[src/sv/gdfw_pkg.sv]
package gdfw_pkg;

	localparam int MAX_VERTICES = 64;
	localparam int MAX_EDGES    = 256;
	localparam int STACK_SLOTS  = MAX_EDGES + 1;

	// fixed field widths
	localparam int FUNC_W = 2;
	localparam int SLOT_W = 8;
	localparam int VAL_W  = 9;
	localparam int VID_W  = 6;
	localparam int CFG_W  = 7;
	localparam int OFF_W  = 9;

	// derived storage widths
	localparam int VIS_AW  = (MAX_VERTICES > 2) ? $clog2(MAX_VERTICES) : 1;
	localparam int ROW_AW  = $clog2(MAX_VERTICES + 1);
	localparam int EDGE_AW = (MAX_EDGES > 2) ? $clog2(MAX_EDGES) : 1;
	localparam int STK_AW  = $clog2(STACK_SLOTS);
	localparam int SP_W    = $clog2(STACK_SLOTS + 1);

	localparam logic [FUNC_W-1:0] FUNC_ROW   = 2'd0;
	localparam logic [FUNC_W-1:0] FUNC_EDGE  = 2'd1;
	localparam logic [FUNC_W-1:0] FUNC_START = 2'd2;

	typedef struct packed {
		logic             valid;
		logic [VID_W-1:0] vertex;
		logic             last;
		logic             bad_start;
	} res_t;

endpackage

[src/sv/gdfw_core.sv]
module gdfw_core (
	input  logic                          clk,
	input  logic                          arst_n,
	input  logic                          in_valid,
	output logic                          in_ready,
	input  logic [gdfw_pkg::FUNC_W-1:0]   func,
	input  logic [gdfw_pkg::SLOT_W-1:0]   slot,
	input  logic [gdfw_pkg::VAL_W-1:0]    value,
	input  logic [gdfw_pkg::CFG_W-1:0]    count,
	input  logic                          out_free,
	output gdfw_pkg::res_t                res
);

	typedef enum logic [8:0] {
		S_IDLE   = 9'b000000001,
		S_BAD    = 9'b000000010,
		S_POP    = 9'b000000100,
		S_CHECK  = 9'b000001000,
		S_ROW0   = 9'b000010000,
		S_ROW1   = 9'b000100000,
		S_EDGE   = 9'b001000000,
		S_PUSH   = 9'b010000000,
		S_FINISH = 9'b100000000
	} state_t;

	state_t state_q;

	logic [gdfw_pkg::OFF_W-1:0] row_mem   [gdfw_pkg::MAX_VERTICES+1];
	logic [gdfw_pkg::VID_W-1:0] edge_mem  [gdfw_pkg::MAX_EDGES];
	logic [gdfw_pkg::VID_W-1:0] stack_mem [gdfw_pkg::STACK_SLOTS];
	logic [gdfw_pkg::MAX_VERTICES-1:0] visited_q;

	logic [gdfw_pkg::OFF_W-1:0]  row_rd_q;
	logic [gdfw_pkg::VID_W-1:0]  edge_rd_q;
	logic [gdfw_pkg::VID_W-1:0]  stack_rd_q;
	logic [gdfw_pkg::SP_W-1:0]   sp_q;
	logic [gdfw_pkg::OFF_W-1:0]  begin_q;
	logic [gdfw_pkg::OFF_W-1:0]  i_q;
	logic [gdfw_pkg::VID_W-1:0]  cur_q;
	logic [gdfw_pkg::VID_W-1:0]  pend_q;
	logic                        have_pend_q;

	logic                        accept;
	logic                        start_ok;
	logic [gdfw_pkg::ROW_AW-1:0] row_raddr;
	logic                        row_we;
	logic                        edge_we;
	logic                        stk_we;
	logic [gdfw_pkg::STK_AW-1:0] stk_waddr;
	logic [gdfw_pkg::VID_W-1:0]  stk_wdata;
	logic [gdfw_pkg::VID_W-1:0]  probe;
	logic                        probe_ok;
	logic                        edge_left;

	assign in_ready = (state_q == S_IDLE);
	assign accept   = in_valid && in_ready;
	assign start_ok = value < gdfw_pkg::VAL_W'(count);
	assign edge_left = i_q > begin_q;

	// one visited/range probe shared by the pop check and the push check
	always_comb begin
		probe    = (state_q == S_PUSH) ? edge_rd_q : stack_rd_q;
		probe_ok = ({1'b0, probe} < count) &&
			!visited_q[gdfw_pkg::VIS_AW'(probe)];
	end

	always_comb begin
		row_raddr = (state_q == S_CHECK) ? gdfw_pkg::ROW_AW'(stack_rd_q) :
			gdfw_pkg::ROW_AW'(cur_q) + gdfw_pkg::ROW_AW'(1);
		row_we  = accept && (func == gdfw_pkg::FUNC_ROW) &&
			(int'(slot) <= gdfw_pkg::MAX_VERTICES);
		edge_we = accept && (func == gdfw_pkg::FUNC_EDGE) &&
			(int'(slot) < gdfw_pkg::MAX_EDGES);
		stk_we    = 1'b0;
		stk_waddr = gdfw_pkg::STK_AW'(sp_q);
		stk_wdata = edge_rd_q;
		if (accept && func == gdfw_pkg::FUNC_START && start_ok) begin
			stk_we    = 1'b1;
			stk_waddr = '0;
			stk_wdata = value[gdfw_pkg::VID_W-1:0];
		end else if (state_q == S_PUSH && probe_ok &&
				int'(sp_q) < gdfw_pkg::STACK_SLOTS) begin
			stk_we = 1'b1;
		end
	end

	always_ff @(posedge clk) begin
		if (row_we)
			row_mem[gdfw_pkg::ROW_AW'(slot)] <= value;
		row_rd_q <= row_mem[row_raddr];
	end

	always_ff @(posedge clk) begin
		if (edge_we)
			edge_mem[gdfw_pkg::EDGE_AW'(slot)] <= value[gdfw_pkg::VID_W-1:0];
		edge_rd_q <= edge_mem[gdfw_pkg::EDGE_AW'(i_q - gdfw_pkg::OFF_W'(1))];
	end

	always_ff @(posedge clk) begin
		if (stk_we)
			stack_mem[stk_waddr] <= stk_wdata;
		// popped entry is held while the check waits on the output register
		if (state_q == S_POP && sp_q != '0)
			stack_rd_q <= stack_mem[gdfw_pkg::STK_AW'(sp_q - gdfw_pkg::SP_W'(1))];
	end

	always_ff @(posedge clk) begin
		if (state_q == S_ROW0)
			begin_q <= row_rd_q;
		if (state_q == S_ROW1)
			i_q <= (int'(row_rd_q) > gdfw_pkg::MAX_EDGES) ?
				gdfw_pkg::OFF_W'(gdfw_pkg::MAX_EDGES) : row_rd_q;
		else if (state_q == S_EDGE && edge_left)
			i_q <= i_q - gdfw_pkg::OFF_W'(1);
		if (state_q == S_CHECK)
			cur_q <= stack_rd_q;
	end

	always_ff @(posedge clk or negedge arst_n) begin
		if (!arst_n) begin
			state_q     <= S_IDLE;
			visited_q   <= '0;
			sp_q        <= '0;
			have_pend_q <= 1'b0;
			pend_q      <= '0;
			res         <= '0;
		end else begin
			res.valid <= 1'b0;
			case (state_q)
				S_IDLE: begin
					if (accept && func == gdfw_pkg::FUNC_START) begin
						if (start_ok) begin
							visited_q   <= '0;
							sp_q        <= gdfw_pkg::SP_W'(1);
							have_pend_q <= 1'b0;
							state_q     <= S_POP;
						end else begin
							state_q <= S_BAD;
						end
					end
				end
				S_BAD: begin
					if (out_free) begin
						res     <= '{valid: 1'b1, vertex: '0, last: 1'b1, bad_start: 1'b1};
						state_q <= S_IDLE;
					end
				end
				S_POP: begin
					if (sp_q == '0) begin
						state_q <= S_FINISH;
					end else begin
						sp_q    <= sp_q - gdfw_pkg::SP_W'(1);
						state_q <= S_CHECK;
					end
				end
				S_CHECK: begin
					if (!probe_ok) begin
						state_q <= S_POP;
					end else if (!have_pend_q || out_free) begin
						// previous visit is now known not to be the last one
						if (have_pend_q)
							res <= '{valid: 1'b1, vertex: pend_q, last: 1'b0, bad_start: 1'b0};
						pend_q      <= stack_rd_q;
						have_pend_q <= 1'b1;
						visited_q[gdfw_pkg::VIS_AW'(stack_rd_q)] <= 1'b1;
						state_q     <= S_ROW0;
					end
				end
				S_ROW0:  state_q <= S_ROW1;
				S_ROW1:  state_q <= S_EDGE;
				S_EDGE:  state_q <= edge_left ? S_PUSH : S_POP;
				S_PUSH: begin
					if (stk_we)
						sp_q <= sp_q + gdfw_pkg::SP_W'(1);
					state_q <= S_EDGE;
				end
				S_FINISH: begin
					if (out_free) begin
						res     <= '{valid: 1'b1, vertex: pend_q, last: 1'b1, bad_start: 1'b0};
						state_q <= S_IDLE;
					end
				end
				default: state_q <= S_IDLE;
			endcase
		end
	end

	a_sp_bound: assert property (@(posedge clk) disable iff (!arst_n)
		int'(sp_q) <= gdfw_pkg::STACK_SLOTS)
		else $error("stack pointer past stack size");

	a_res_free: assert property (@(posedge clk) disable iff (!arst_n)
		(state_q == S_FINISH || state_q == S_BAD) && out_free |=> res.valid && res.last)
		else $error("final result not issued");

	a_bad_last: assert property (@(posedge clk) disable iff (!arst_n)
		res.valid && res.bad_start |-> res.last && res.vertex == '0)
		else $error("bad start result malformed");

	a_edge_step: assert property (@(posedge clk) disable iff (!arst_n)
		state_q == S_EDGE && edge_left |=> state_q == S_PUSH && i_q == $past(i_q) - 1'b1)
		else $error("edge walk did not step");

	a_finish_pend: assert property (@(posedge clk) disable iff (!arst_n)
		state_q == S_FINISH |-> have_pend_q)
		else $error("walk finished without a visit");

endmodule

[src/sv/graph_depth_first_walk_top.sv]
// Depth-first walk over a graph in compressed-row form.
// Input channel (in_valid/in_ready, func/slot/value): func 0 writes one row
// offset, func 1 one edge target, func 2 starts a walk from vertex value.
// Loads give no result. A walk gives one result per newly visited vertex in
// visit order, last set on the final one; a start vertex not below the vertex
// count gives a single result with bad_start and last set.
// Config channel (cfg_valid/cfg_ready, cfg_data) writes vertex_count; always
// ready, to be written only while the block is idle. Reset value 64.
// in_ready is low for the whole of a walk. The sequencer pops a stack entry,
// checks it, reads the two row offsets of each newly visited vertex, then
// steps through its edges from last to first, pushing each target that is in
// range and not yet visited while the stack has room.
// Results leave through a one-entry output register; if the receiver stalls
// the walk pauses at its next result until the register is taken.
// Reset (arst_n, asynchronous) clears the sequencer, visited marks, stack
// pointer and output valid; the offset and edge tables are not cleared.
module graph_depth_first_walk_top (
	input  logic                         clk,
	input  logic                         arst_n,
	input  logic                         in_valid,
	output logic                         in_ready,
	input  logic [gdfw_pkg::FUNC_W-1:0]  func,
	input  logic [gdfw_pkg::SLOT_W-1:0]  slot,
	input  logic [gdfw_pkg::VAL_W-1:0]   value,
	output logic                         out_valid,
	input  logic                         out_ready,
	output logic [gdfw_pkg::VID_W-1:0]   vertex,
	output logic                         last,
	output logic                         bad_start,
	input  logic                         cfg_valid,
	output logic                         cfg_ready,
	input  logic [gdfw_pkg::CFG_W-1:0]   cfg_data
);

	logic [gdfw_pkg::CFG_W-1:0] vcount_q;
	logic [gdfw_pkg::CFG_W-1:0] count_eff;
	logic                       out_free;
	gdfw_pkg::res_t             res;

	assign cfg_ready = 1'b1;
	assign count_eff = (int'(vcount_q) > gdfw_pkg::MAX_VERTICES) ?
		gdfw_pkg::CFG_W'(gdfw_pkg::MAX_VERTICES) : vcount_q;
	assign out_free  = !out_valid || out_ready;

	always_ff @(posedge clk or negedge arst_n) begin
		if (!arst_n)
			vcount_q <= gdfw_pkg::CFG_W'(64);
		else if (cfg_valid && cfg_ready)
			vcount_q <= cfg_data;
	end

	gdfw_core u_core (
		.clk      (clk),
		.arst_n   (arst_n),
		.in_valid (in_valid),
		.in_ready (in_ready),
		.func     (func),
		.slot     (slot),
		.value    (value),
		.count    (count_eff),
		.out_free (out_free),
		.res      (res)
	);

	always_ff @(posedge clk or negedge arst_n) begin
		if (!arst_n)
			out_valid <= 1'b0;
		else if (res.valid)
			out_valid <= 1'b1;
		else if (out_ready)
			out_valid <= 1'b0;
	end

	always_ff @(posedge clk) begin
		if (res.valid) begin
			vertex    <= res.vertex;
			last      <= res.last;
			bad_start <= res.bad_start;
		end
	end

endmodule

[config.mk]
export PLATFORM = sky130hd
export DESIGN_NAME = graph_depth_first_walk_top
export DESIGN_NICKNAME = d
export VERILOG_FILES = /design/src/sv/gdfw_pkg.sv /design/src/sv/gdfw_core.sv /design/src/sv/graph_depth_first_walk_top.sv
export SDC_FILE = /design/constraint.sdc
export NUM_CORES = 2
export LEC_CHECK = 0
export ABC_CLOCK_PERIOD_IN_PS = 17800
export BUFFER_PORTS_ARGS = -buffer_cell sky130_fd_sc_hd__buf_2
export CAP_MARGIN = 20
export CORE_MARGIN = 3
export CORE_UTILIZATION = 40
export DETAILED_ROUTE_END_ITERATION = 10
export GPL_ROUTABILITY_DRIVEN = 0
export SYNTH_ARGS = -nofsm -noshare
export SYNTH_HDL_FRONTEND = slang
export SYNTH_SLANG_ARGS = --single-unit
[constraint.sdc]
create_clock -name clk -period 17.8 [get_ports clk]
set_input_delay 1.78 -clock clk [delete_from_list [all_inputs] [get_ports clk]]
set_output_delay 1.78 -clock clk [all_outputs]
set_load 0.05 [all_outputs]
**Yosys cells after proc, flatten, opt, wreduce, memory -nomap -nowiden**

Memory sizes are Yosys's and may differ from the RTL's. A register that Yosys moved wholly into a read port is not among the register bits.
Cells that the tools add are included.

- Flip-flop bits (word level): 138
- Memory bits (writable): 3663
- Input bits: 31
- Output and inout port bits: 11
- Word-level logic and storage cells: 140
- Memories kept: 3

- $add $sub $neg: 4
- $lt $le $gt $ge: 10
- Eq/ne operators: 22
- Muxes and demuxes: 51
- Bitwise operators: 1
- Reductions and logical operators: 32

Memories:

| memory | words | bits a word | read ports | clocked after Yosys merged registers in | wr ports | RTL line | text |
|---|---|---|---|---|---|---|---|
| u_core.stack_mem | 257 | 6 | 1 | 1 | 1 | gdfw_core.sv:30 | `logic [gdfw_pkg::VID_W-1:0] stack_mem [gdfw_pkg::STACK_SLOTS];` |
| u_core.edge_mem | 256 | 6 | 1 | 1 | 1 | gdfw_core.sv:29 | `logic [gdfw_pkg::VID_W-1:0] edge_mem [gdfw_pkg::MAX_EDGES];` |
| u_core.row_mem | 65 | 9 | 1 | 1 | 1 | gdfw_core.sv:28 | `logic [gdfw_pkg::OFF_W-1:0] row_mem [gdfw_pkg::MAX_VERTICES+1];` |

Operators with widths:

| kind | count |
|---|---|
| 2-to-1 mux 64 bit | 4 |
| 2-to-1 mux 9 bit | 18 |
| case mux 64 bit (2 select lines) | 1 |
| bitwise OR 64 bit | 1 |
| case mux 9 bit (7 select lines) | 1 |
| case mux 9 bit (3 select lines) | 2 |
| subtractor 9 x 1 -> 9 bit (second input constant) | 2 |
| 2-to-1 mux 1 bit | 16 |
| less-than comparator 6 x 7 -> 1 bit (second input constant) | 2 |
| 2-to-1 mux 7 bit | 2 |
| logical AND 1 bit | 12 |
| 2-to-1 mux 6 bit | 2 |
| inequality test 2 x 1 -> 1 bit (second input constant) | 6 |
| AND reduction 5 bit | 2 |
| adder 9 x 1 -> 9 bit (second input constant) | 1 |
| == test 9 x 1 -> 1 bit (second input constant) | 1 |
| == test 9 x 2 -> 1 bit (second input constant) | 1 |
| == test 9 x 3 -> 1 bit (second input constant) | 1 |
| == test 9 x 4 -> 1 bit (second input constant) | 1 |
| == test 9 x 5 -> 1 bit (second input constant) | 1 |
| == test 9 x 6 -> 1 bit (second input constant) | 1 |
| == test 9 x 7 -> 1 bit (second input constant) | 1 |
| == test 9 x 8 -> 1 bit (second input constant) | 1 |
| == test 9 bit (second input constant) | 1 |
| 28 further kinds | 39 |

**Longest topological paths before layout**

- Depth after elaboration: 12
- Gate-level depth with buffers: 21
- Gate-level depth less buffers: 14

**Cells and area by module**

From an unflattened synthesis, not the netlist that was laid out.

- Cell total of the unflattened synthesis: 7752
- Area, all modules: 151221.3 um^2

Modules (own cells, without submodules):

| module | times used | cells an instance | area an instance (um^2) | sequential area each (um^2) |
|---|---|---|---|---|
| gdfw_core | 1 | 7717 | 150598.2 | 113650.2 |
| graph_depth_first_walk_top | 1 | 35 | 623.1 | 441.7 |

**Least setup slack after synthesis**

No wires, ideal clock.

- Path type: in2reg
- Start: input value[1] in the netlist's numbering
- End: memory u_core.stack_mem[0][0] in the netlist's numbering, data pin
- Setup time: 2.196 ns
- Arrival time: 12.871 ns
- Data required time: 15.604 ns
- Setup slack: 2.733 ns
- Stages: 7
- Path buffers: 1
- Cell sequence: ha_1 > a21o_1 > a2111oi_0 > o21ai_0 > nor3_1 > clkbuf_1 > o21ai_0

- Cells in the longest elaborated chain, start to end: 3

RTL lines:

| item | RTL line | text |
|---|---|---|
| from (decl) | graph_depth_first_walk_top.sv:24 | `input logic [gdfw_pkg::VAL_W-1:0] value,` |
| less-than comparator 9 x 7 -> 1 bit | gdfw_core.sv:57 | `assign start_ok = value < gdfw_pkg::VAL_W'(count);` |
| logical AND 1 bit | gdfw_core.sv:77 | `if (accept && func == gdfw_pkg::FUNC_START && start_ok) begin` |
| 2-to-1 mux 6 bit | gdfw_core.sv:77 |  |
| via u_core.stk_wdata (one bit) | gdfw_core.sv:50 | `logic [gdfw_pkg::VID_W-1:0] stk_wdata;` |
| to (decl) | gdfw_core.sv:30 |  |

The timed path passes the listed nets, and every way through them passes these cells.

**Final worst setup path**

- Start: register u_core.state_q[8]
- End: memory u_core.stack_mem[241][4] in the netlist's numbering, enable pin

- Cells in the longest elaborated chain, start to end: 12
- Elaborated cells between the ends (all ways): 18
- Classes of those cells: 1 x order compare; 2 x eq/ne; 8 x mux; 7 x reduce/logical

RTL lines:

| item | RTL line | text |
|---|---|---|
| from (decl) | gdfw_core.sv:26 | `state_t state_q;` |
| from (signal assigned) | gdfw_core.sv:171 | `S_EDGE: state_q <= edge_left ? S_PUSH : S_POP;` |
| == test 9 x 8 -> 1 bit | gdfw_core.sv:62, gdfw_core.sv:81 |  |
| 2-to-1 mux 6 bit | gdfw_core.sv:62 | `probe = (state_q == S_PUSH) ? edge_rd_q : stack_rd_q;` |
| binary-select mux 1 bit (select 6 bit) | gdfw_core.sv:64 | `!visited_q[gdfw_pkg::VIS_AW'(probe)];` |
| 2-to-1 mux 1 bit (not written as such) | gdfw_core.sv:64 |  |
| logical NOT 1 bit | gdfw_core.sv:64 |  |
| logical AND 1 bit | gdfw_core.sv:63 | `probe_ok = ({1'b0, probe} < count) &&` |
| logical AND 1 bit (2 in series) | gdfw_core.sv:81 | `end else if (state_q == S_PUSH && probe_ok &&` |
| 2-to-1 mux 1 bit | gdfw_core.sv:81 |  |
| 2-to-1 mux 1 bit | gdfw_core.sv:77 |  |
| 2-to-1 mux 1 bit | gdfw_core.sv:100 | `if (stk_we)` |
| 2-to-1 mux 1 bit (not written as such) | gdfw_core.sv:101 | `stack_mem[stk_waddr] <= stk_wdata;` |

Parallel ways exist; a longest one is shown, timed or not. The select of a mux whose other input is x is not followed.

==> qor.yml <==
sta:
  fin_tns_setup_ns: 0
  clock_skew_ns: 0.0827
  slew_headroom: 0.202
  finalWorstSetupSlack_ns: 11.18
  rsz0062_at_grt: "false"
  tightest_slew_ns: 1.20
  period_needed_ns: 6.62
  hold_viol_final: 0
  setup_viol_count_final: 0
  fin_crit_sh: 0.372
  drv_slew: 0
  fmax_mhz: 151
floorplan:
  die_x_um: 622
  die_h_um: 622
  row_count: 225
  io_pins: 42
  initial_core_util: 0.403
  core-area_sq_um: 377000
  dieArea_sq_um: 387000
synth:
  yosys.area.top_type: "edfxtp_1"
  synth_area_leaders: "edfxtp_1, mux4_2, dfrtp_1, nor2_1, a211oi_1"
  synth_top_area_frac: 0.732
  synth_edf_count: 3701
  ys_ff_latch: 3822
  ys_async_sr_fraction: 0.0277
  netlist_instances: 7711
  syn_nets: 7767
  yosys_most_used_dff: "edfxtp_1"
  ys_seq_area_frac: 0.752
  syn_area_per_cell_sq_um: 19.7
  synth_cell_types: 91
  yosys_warnings: 0
  synth_area_sq_um: 152000
final_layout:
  final_net_count: 7858
  final_common_cell: "edfxtp_1"
  fillerInstances: 31500
  area_growth_pct: 12.5
  layout_common_cells: "edfxtp_1, mux4_2, nor2_1"
  drive_above_1_share: 0.229
clock_network:
  cts_setup_buffers: 0
  post_cts_resized: 0
  cts_hold_buf: 0
  cts_buffers: 387
  cts_tree: "built"
  clk_pin_slew_ns: 0.06
  clock_latency_ns: 0.94
  clkSinkCount: 3822
  clockBufferDepth: 4
  root_buffer: "clkbuf_16"
  htreeDepth: 5
detailed_routing:
  vias: 76500
  drtIter0Drc: 8531
  firstDrtPassIters: 5
  drcViolationCount: 0
  wl_per_cell_um: 28.8
  drt_wl_total_um: 379000
  vias_per_cell: 5.83
  antenna_left: 0
critical_path:
  startpoint_type: "flop"
  path_cells: "nor3b_2 > nand3_1 > buf_4 > mux2i_1 > inv_1 > ha_1 > nand2_1 > nor3_1 > a32oi_1 > o2111ai_1 > nor4_4 > o211ai_4 > buf_4 > nand2b_1 > nor3_1"
  cp-end-kind: "flop"
  worst_r2r_endpoint: "u_core.stack_mem[241][4]$_DFFE_PP_"
  cp.depth: 15
  required_ns: 18.35
  reg2reg_from: "u_core.state_q[8]$_DFFE_PN0P_"
  slowest_delay_ns: 1.06
  crit_type: "reg -> reg"
  cp_slowest_cell: "nor3_1"
  reg2regPathDepth: 15
  worstPathMaxFanout: 33
  cp_num_buf_inv: 3
  cp.arrival_ns: 7.17
  critical_path.top_delay_family: "simple AND/OR/NAND/NOR gates"
  timing.reg2reg.setup_slack_ns: 11.18
outcome:
  status: "completed"
worst_hold_path:
  hold_path_depth: 0
  hold_path_end: "u_core.begin_q[2]$_DFFE_PP_"
  hp-start: "u_core.row_rd_q[2]$_DFF_P_"
  hold_path_class: "reg -> reg"
global_route:
  grt_max_degree: 219
  track_usage: 0.192
  antenna_found_initial: 16
  overflow: 0
  grt_pass1_wl_um: 554000
  grt_pass1_vias: 77400
power:
  power.density_nw_per_um2: 116
  ir_drop_v: 0.000144
  power_leakage_nw: 53.2
place:
  numPortBuffers: 40
  dp_hpwl_um: 225000
  post-place-ws_ns: 10.64
run:
  cap_violations: 0
flip-flops by register name (all words and copies together), names as in the netlist, 6 cells and up:
| name | flops |
|---|---|
| u_core.stack_mem | 1542 |
| u_core.edge_mem | 1536 |
| u_core.row_mem | 585 |
| u_core.visited_q | 64 |
| u_core.begin_q | 9 |
| u_core.i_q | 9 |
| u_core.res | 9 |
| u_core.row_rd_q | 9 |
| u_core.sp_q | 9 |
| u_core.state_q | 9 |
| vcount_q | 7 |
| u_core.cur_q | 6 |
| u_core.edge_rd_q | 6 |
| u_core.pend_q | 6 |
| u_core.stack_rd_q | 6 |
| vertex | 6 |
worst max path at each step:
| stage | startpoint | endpoint | slack, ns |
|---|---|---|---|
| 5_1_grt | u_core.i_q[0]$_DFFE_PP_ | u_core.edge_rd_q[0]$_DFF_P_ | 10.87 |
| 3_5_place_dp | value[6] | u_core.stack_mem[92][2]$_DFFE_PP_ | 10.64 |
| 3_3_place_gp | value[6] | u_core.stack_mem[92][2]$_DFFE_PP_ | 10.53 |
| 2_1_floorplan | value[1] | u_core.stack_mem[0][0]$_DFFE_PP_ | 2.73 |
| 6_report | u_core.state_q[8]$_DFFE_PN0P_ | u_core.stack_mem[241][4]$_DFFE_PP_ | 11.18 |
| 4_1_cts | u_core.state_q[8]$_DFFE_PN0P_ | u_core.stack_mem[245][3]$_DFFE_PP_ | 11.21 |
layer usage:
layer	part of all wire	GRT usage	vias to the layer above
met4	0.029	0.0534	16
met2	0.49	0.314	3256
met1	0.41	0.267	40700
met5	0.00024	0	-
met3	0.074	0.0322	623
li1	-	-	31900
metrics by stage:
stage	std cells	total power [W]	hold WS, ns	area (sq um)	utilization
4_1_cts	13100	0.0200	0.431	171000	0.453
3_5_place_dp	12400	0.0118	0.415	158000	0.419
5_1_grt	13100	0.0204	0.436	171000	0.454
3_3_place_gp	12400	0.0118	0.416	158000	0.419
2_1_floorplan	7711	0.0112	0.409	152000	-
6_report	13100	0.0199	0.434	171000	0.454
cells in the mapped netlist (43+ instances only):
master    number
a211oi_1     259
a21oi_1       70
a311oi_1      56
a31oi_1       76
and3_1       154
buf_1         73
buf_2         98
clkbuf_1     318
dfrtp_1      104
edfxtp_1    3701
mux2i_1       73
mux4_2       990
nand2_1      491
nand3_1       43
nor2_1       616
o21ai_0       76
cell type report:
type	instances	area [sq um]	share of cell area
multi-input cells	3336	35700	0.209
flip-flops and latches	3822	114000	0.668
repair buffers	216	1730	0.0101
inverters	39	146	0.000857
clock buffers	457	10100	0.0594
clock inverters	260	2730	0.0160
diodes	8	20.0	0.000117
well taps	4994	6250	0.0366
kinds of logic (layout without fill, tap and decap cells):
kind of cell	count (synthesis)	count (layout)	synth area share
simple gates	1500	1500	0.0438
mux	1085	1085	0.153
other cells	1	9	0.0000247
compound gates	703	703	0.0327
fa+ha+maj	25	25	0.00206
flops	3822	3822	0.752
xor+xnor	22	22	0.00127
buf+inv	553	972	0.0152
where the power goes:
group / internal (W) / switching [W]
combinational: 0.000726 / 0.00104
clock: 0.00477 / 0.00344
sequential: 0.00985 / 0.0000262
total: 0.0153 / 0.00451
worst reg2reg max path, cell delays in order, from the launching register on:
cell	delay, ns
dfrtp_1	0.51
nor3b_2	0.41
nand3_1	0.30
buf_4	0.37
mux2i_1	0.60
inv_1	0.11
ha_1	0.29
nand2_1	0.08
nor3_1	0.06
a32oi_1	0.43
o2111ai_1	0.26
nor4_4	0.52
o211ai_4	0.13
buf_4	0.36
nand2b_1	0.74
nor3_1	1.07
(Power assumes the default switching activity.)
